[src/hdl/mwo_pkg.sv]
// ----------------------------------------------------------------------------
// mwo_pkg
// Shared types and constants for the mecanum wheel odometry unit.
// ----------------------------------------------------------------------------
package mwo_pkg;

    localparam int unsigned VEL_W    = 32;
    localparam int unsigned PER_W    = 24;
    localparam int unsigned GEOM_W   = 24;
    localparam int unsigned INVR_W   = 28;
    localparam int unsigned ANGLE_W  = 32;
    localparam int unsigned KW_W     = 57;   // |K*wz| < 2^56
    localparam int unsigned NUM_W    = 58;   // numerator, signed Q.33
    localparam int unsigned NWHEEL   = 4;

    // round(2^32/pi): radians to binary radians in Q.32
    localparam logic [30:0] BRAD_PER_RAD = 31'd1367130551;

    // register map, word index
    localparam logic [2:0] REG_TRACK_SPAN  = 3'd0;
    localparam logic [2:0] REG_AXLE_SPAN   = 3'd1;
    localparam logic [2:0] REG_INV_RADIUS  = 3'd2;
    localparam logic [2:0] REG_INIT_FL     = 3'd3;
    localparam logic [2:0] REG_INIT_FR     = 3'd4;
    localparam logic [2:0] REG_INIT_RL     = 3'd5;
    localparam logic [2:0] REG_INIT_RR     = 3'd6;

    localparam logic [GEOM_W-1:0] TREAD_RESET = 24'd65536;
    localparam logic [GEOM_W-1:0] BASE_RESET  = 24'd65536;
    localparam logic [INVR_W-1:0] INVR_RESET  = 28'd655360;

    // command word after the yaw term has been formed
    typedef struct packed {
        logic signed [VEL_W-1:0] vx;
        logic signed [VEL_W-1:0] vy;
        logic signed [KW_W-1:0]  kw;
        logic [PER_W-1:0]        period;
    } cmd_entry_t;

    // initial angle write, loads one wheel's angle
    typedef struct packed {
        logic                    valid;
        logic [1:0]              wheel;
        logic [ANGLE_W-1:0]      value;
    } angle_load_t;

endpackage

[src/hdl/mwo_queue.sv]
// ----------------------------------------------------------------------------
// mwo_queue
// Short command queue between the front and back ends.
// ----------------------------------------------------------------------------
module mwo_queue
    import mwo_pkg::*;
#(
    parameter int unsigned DEPTH = 2
)
(
    input  logic       clk,
    input  logic       rst_n,
    input  logic       push,
    input  cmd_entry_t push_data,
    output logic       full,
    input  logic       pop,
    output cmd_entry_t pop_data,
    output logic       empty
);

    localparam int unsigned PTR_W = (DEPTH > 1) ? $clog2(DEPTH) : 1;
    localparam int unsigned CNT_W = $clog2(DEPTH + 1);

    cmd_entry_t        mem_reg [DEPTH];
    logic [PTR_W-1:0]  wr_ptr_reg;
    logic [PTR_W-1:0]  wr_ptr_next;
    logic [PTR_W-1:0]  rd_ptr_reg;
    logic [PTR_W-1:0]  rd_ptr_next;
    logic [CNT_W-1:0]  count_reg;
    logic [CNT_W-1:0]  count_next;
    logic              do_push;
    logic              do_pop;

    assign full     = (count_reg == CNT_W'(DEPTH));
    assign empty    = (count_reg == '0);
    assign do_push  = push && !full;
    assign do_pop   = pop && !empty;
    assign pop_data = mem_reg[rd_ptr_reg];

    always_comb
    begin
        wr_ptr_next = wr_ptr_reg;
        rd_ptr_next = rd_ptr_reg;
        count_next  = count_reg;
        if (do_push)
        begin
            wr_ptr_next = (wr_ptr_reg == PTR_W'(DEPTH - 1)) ? '0 : wr_ptr_reg + 1'b1;
        end
        if (do_pop)
        begin
            rd_ptr_next = (rd_ptr_reg == PTR_W'(DEPTH - 1)) ? '0 : rd_ptr_reg + 1'b1;
        end
        case ({do_push, do_pop})
            2'b10:   count_next = count_reg + 1'b1;
            2'b01:   count_next = count_reg - 1'b1;
            default: count_next = count_reg;
        endcase
    end

    always_ff @(posedge clk or negedge rst_n)
    begin
        if (!rst_n)
        begin
            wr_ptr_reg <= '0;
            rd_ptr_reg <= '0;
            count_reg  <= '0;
        end
        else
        begin
            wr_ptr_reg <= wr_ptr_next;
            rd_ptr_reg <= rd_ptr_next;
            count_reg  <= count_next;
        end
    end

    always_ff @(posedge clk)
    begin
        if (do_push)
        begin
            mem_reg[wr_ptr_reg] <= push_data;
        end
    end

endmodule

[config.mk]
export PLATFORM = sky130hd
export DESIGN_NAME = mwo_queue
export DESIGN_NICKNAME = d
export VERILOG_FILES = /design/src/hdl/mwo_pkg.sv /design/src/hdl/mwo_queue.sv
export SDC_FILE = /design/constraint.sdc
export NUM_CORES = 1
export LEC_CHECK = 0
export ABC_AREA = 1
export BUFFER_PORTS_ARGS = -buffer_cell sky130_fd_sc_hd__buf_2
export CAP_MARGIN = 20
export CELL_PAD_IN_SITES_DETAIL_PLACEMENT = 2
export CELL_PAD_IN_SITES_GLOBAL_PLACEMENT = 2
export CORE_ASPECT_RATIO = 1.25
export CORE_MARGIN = 5
export CORE_UTILIZATION = 35
export CTS_CLUSTER_DIAMETER = 80
export DETAILED_ROUTE_END_ITERATION = 10
export GPL_TIMING_DRIVEN = 0
export PLACE_DENSITY_LB_ADDON = 0.1
export SETUP_SLACK_MARGIN = 0.2
export SLEW_MARGIN = 20
export SYNTH_ARGS = -nofsm -noshare
export SYNTH_HDL_FRONTEND = slang
export SYNTH_SLANG_ARGS = --single-unit
[constraint.sdc]
create_clock -name clk -period 13.7 [get_ports clk]
set_input_delay 1.37 -clock clk [delete_from_list [all_inputs] [get_ports clk]]
set_output_delay 1.37 -clock clk [all_outputs]
set_load 0.01 [all_outputs]
# After elaboration in Yosys (flattened, before gate mapping)
# Memory sizes are Yosys's and may differ from the RTL's.
# Index checks and enable logic that the tools add are counted.
# totals
in_bits	149
n_memories	1
ramBits	290
elab_cells	22
regBits	4
# mem_list
memory	depth	width	rd	rd_clocked_by_memory_dff	wr	line	source
mem_reg	2	145	1	0	1	mwo_queue.sv:24	cmd_entry_t mem_reg [DEPTH];
# op_classes
add_sub_neg	4
n_eq_ne	3
muxes	5
n_reduce_logical	6
# op_table
cell	count
equality test 2 bit, second input constant	2
2-to-1 mux 1 bit	4
one-hot mux 2 bit (2 select lines)	1
adder 1 bit, second input constant	2
adder 2 x 1 -> 2 bit, second input constant	1
equality test 2 x 1 -> 1 bit, second input constant	1
logical AND 1 bit	2
logical NOT 1 bit	2
logical NOT 2 bit	1
nonzero test 2 bit	1
subtractor 2 x 1 -> 2 bit, second input constant	1

# Longest topological paths before layout
# depth
ltp_word	5
mapped_depth	10

# Worst setup path before layout
# OpenSTA, ideal clock, no wires.
# synth_timing
path_type	input-to-reg
startpoint	input push
endpoint	memory mem_reg[1][0] (netlist name) (enable)
stages	2
t_required_ns	13.049
path_buffers	0
slack_ns	5.560
t_arrival_ns	7.489
path_cell_list	o21ai_1 nor2_1
# synth_via
elab_chain_len	3
# synth_rtl
item	line	source
start, declared	mwo_queue.sv:13	input logic push,
logical AND 1 bit	mwo_queue.sv:36	assign do_push = push && !full;
2-to-1 mux 1 bit	mwo_queue.sv:78	if (do_push)
2-to-1 mux 1 bit (implied by the code)	mwo_queue.sv:80	mem_reg[wr_ptr_reg] <= push_data;
end, declared	mwo_queue.sv:24	
# Every way passes these cells.

==> results.toml <==
[drt]
drt.antenna.violating_nets = 0
detailedRoute.firstPassIterationCount = 5
initialDrtViolationCount = 295
drcViolationCount = 0
detail_route.wirelength_um = 30300
drt-wirelength-per-cell_um = 19.4
routed_via_density = 4.58
count_of_vias_placed_by_the_detailed_router = 7145

[global_routing]
antenna_violations_before_repair = 10
grt_first_pass_wirelength_um = 46500
largest_net_degree_at_the_start_of_global_routing = 87
global_route.overflow_total = 0
grt_use_total_pct = 16.9
grt_pass1_vias = 8236

[clocking]
hold_buffers = 0
clkSinkCount = 294
cts_tree = "done"
clk_latency_ns = 0.54
tritoncts.num_buffers = 31
cts.clk_slew.worst_paths_ns = 0.06
clock_tree.root_cell = "clkbuf_16"
clock_tree.htree_level_count = 1
max-clock-path-buffers = 3
cts.repair_timing.setup_buffer_count = 0
postCtsResizedCells = 0

[placement]
place.port_buffers = 295
dpl-instance-area_mm2 = 0.0131
place_worst_setup_slack_ns = 10.49
gp_congestion = 0.706
place.detailed.hpwl_um = 21400

[floorplanning]
design.portCount = 296
dieHeight_um = 208
floorplan.core_area_mm2 = 0.0309
die-area_mm2 = 0.0349
die_w_um = 168
num_rows = 72
initial_utilization_pct = 35.4

[sta]
max_slew.worst_pin.slew_ns = 0.695
timing.final.hold_violations = 0
rsz0062_at_grt = "no"
timing.final.crit_share_pct = 22.8
final-setup-viol-count = 0
tns_ns = 0
finalCriticalPeriod_ns = 3.13
slew_headroom_pct = 53.6
worst_hold_slack_ns = 0.479
report.final.slew_viol_count = 0
final.setup_skew_ns = 0.00973
final.setup.worst_slack_ns = 10.57
max_freq_mhz = 320

[logic_synthesis]
post_synthesis_cell_type_count = 13
synth-seq-area-share_pct = 80.6
post_synthesis_adder_cell_area_fraction_pct = 0.114
synth_top_family_by_area = "simple AND/OR/NAND/NOR gates"
syn_inst = 790
synthXorXnorAreaFrac_pct = 0.0801
postSynthRegisterBits = 294
synth_fp_nets = 940
yosys_warnings = 0
synth-simple-area-share_pct = 15.5
post_synthesis_instance_area_mm2 = 0.0109
synth.avg_cell_area_um2 = 13.8
synth-compound-area-share_pct = 0.0458
post_synth_mux_area_share_pct = 0

[setup_path]
timing.critical_path.from_type = "flip-flop"
worst_path_largest_cell_delay_ns = 0.43
worst_r2r_startpoint = "count_reg[1]$_DFFE_PN0P_"
cp_top_family = "buffers and inverters"
cp_slowest_cell = "dfrtp_1"
critical_path_required_ns = 12.33
critical_path.n_buffers_inverters = 4
rr_endpoint = "mem_reg[1][54]$_DFFE_PP_"
ff2ff_path_depth = 6
crit_arrival_ns = 1.76
cp_max_fo = 10
setup.worst_path.end = "pop_data[56]"
critPathKind = "reg -> out"
crit_path_end_kind = "primary output"
setup.worst_path.start = "rd_ptr_reg$_DFFE_PN0P_"
ordered_list_of_cells_on_the_worst_path = "inv_2, buf_6, buf_6, nand2_1, nand2_1, buf_2"
worst-r2r-setup-slack_ns = 11.48
crit_cells = 6

[layout]
final_layout_size_suffix_gt1_share_pct = 33.4
fillerInstances = 3149
finalInstanceArea_mm2 = 0.0141
flip_flop_count_of_the_largest_register_all_copies_and_words_added = 290
layout-area-overhead-vs-synth_pct = 29.3
nets_final = 1276
layout_commonest_cell = "nand2_1"
layout.cells.most_common_list = "nand2_1, buf_2, edfxtp_1"

[worst_hold_path]
number_of_stages_on_the_worst_hold_path = 2
hold_class = "reg -> reg"

[outcome]
outcome = "complete, no violations"

[pwr]
power-per-cell-area_mw_per_mm2 = 226
fin_total_pwr_mw = 3.19
vdd.ir_drop.worst_mv = 0.120
power.static_leakage_nw = 6.09

[flow_run]
max_cap_violations = 0
[worst min path at each step]
stage	from	to	slack (ns)
finish	count_reg[1]$_DFFE_PN0P_	count_reg[1]$_DFFE_PN0P_	0.48
global route	count_reg[1]$_DFFE_PN0P_	count_reg[1]$_DFFE_PN0P_	0.51
CTS	count_reg[1]$_DFFE_PN0P_	count_reg[1]$_DFFE_PN0P_	0.48
detailed placement	count_reg[1]$_DFFE_PN0P_	count_reg[1]$_DFFE_PN0P_	0.47
global placement	count_reg[1]$_DFFE_PN0P_	count_reg[1]$_DFFE_PN0P_	0.46
floorplan	count_reg[1]$_DFFE_PN0P_	count_reg[1]$_DFFE_PN0P_	0.44
[worst reg2reg max path, cell delays in order (launching register included)]
cell     delay [ns]
dfrtp_1        0.38
inv_1          0.12
o21ai_1        0.15
nor2_4         0.58
buf_16         0.25
buf_12         0.21
buf_12         0.22
[through the flow]
| step | std cells | util (%) |
|---|---|---|
| floorplan | 790 | - |
| global placement | 1492 | 41.8 |
| detailed placement | 1500 | 42.5 |
| CTS | 1557 | 45.7 |
| global route | 1559 | 45.7 |
| finish | 1561 | 45.7 |
[area by class of cell]
type	instances	area (um2)	area share, %
Multi-Input combinational cell	454	1730	12.3
Tap cell	407	509	3.60
Antenna cell	4	10.0	0.0708
Buffer	32	357	2.52
Clock buffer	32	779	5.52
Timing Repair Buffer	303	1670	11.8
Clock inverter	25	213	1.51
Sequential cell	294	8810	62.3
Inverter	10	45.0	0.319
[cells by family (layout without fill, tap and decap cells)]
group | count (synthesis) | in the layout
compound gates | 1 | 1
xor+xnor | 1 | 1
fa+ha+maj | 1 | 1
buf+inv | 42 | 402
flops | 294 | 294
other cells | 0 | 4
simple gates | 451 | 451
[layer usage]
layer / up-vias / global-route usage, % / wire length, um
met3: 40 / 5.16 / 2310
met1: 3540 / 18.7 / 11000
met2: 208 / 32.2 / 16500
met4: 12 / 3.05 / 418
li1: 3345 / - / -
met5: - / 0 / 77
[where the power goes]
part           total (mW)  switching, mW  internal [mW]
registers            1.28         0.0497           1.23
logic                1.10          0.707          0.392
clock network       0.817          0.333          0.484
total                3.19           1.09           2.10
[cell usage after synthesis]
library cell / instances / area share [%]
nand2_1: 445 / 15
edfxtp_1: 290 / 80
buf_6: 31 / 3.2
inv_1: 9 / 0.31
dfrtp_1: 4 / 0.92
nand3_1: 3 / 0.14
nor2_1: 2 / 0.069
buf_4: 1 / 0.069
ha_1: 1 / 0.11
inv_2: 1 / 0.034
nand4_1: 1 / 0.057
o21ai_1: 1 / 0.046
xnor2_1: 1 / 0.080
(Power assumes the default switching activity.)
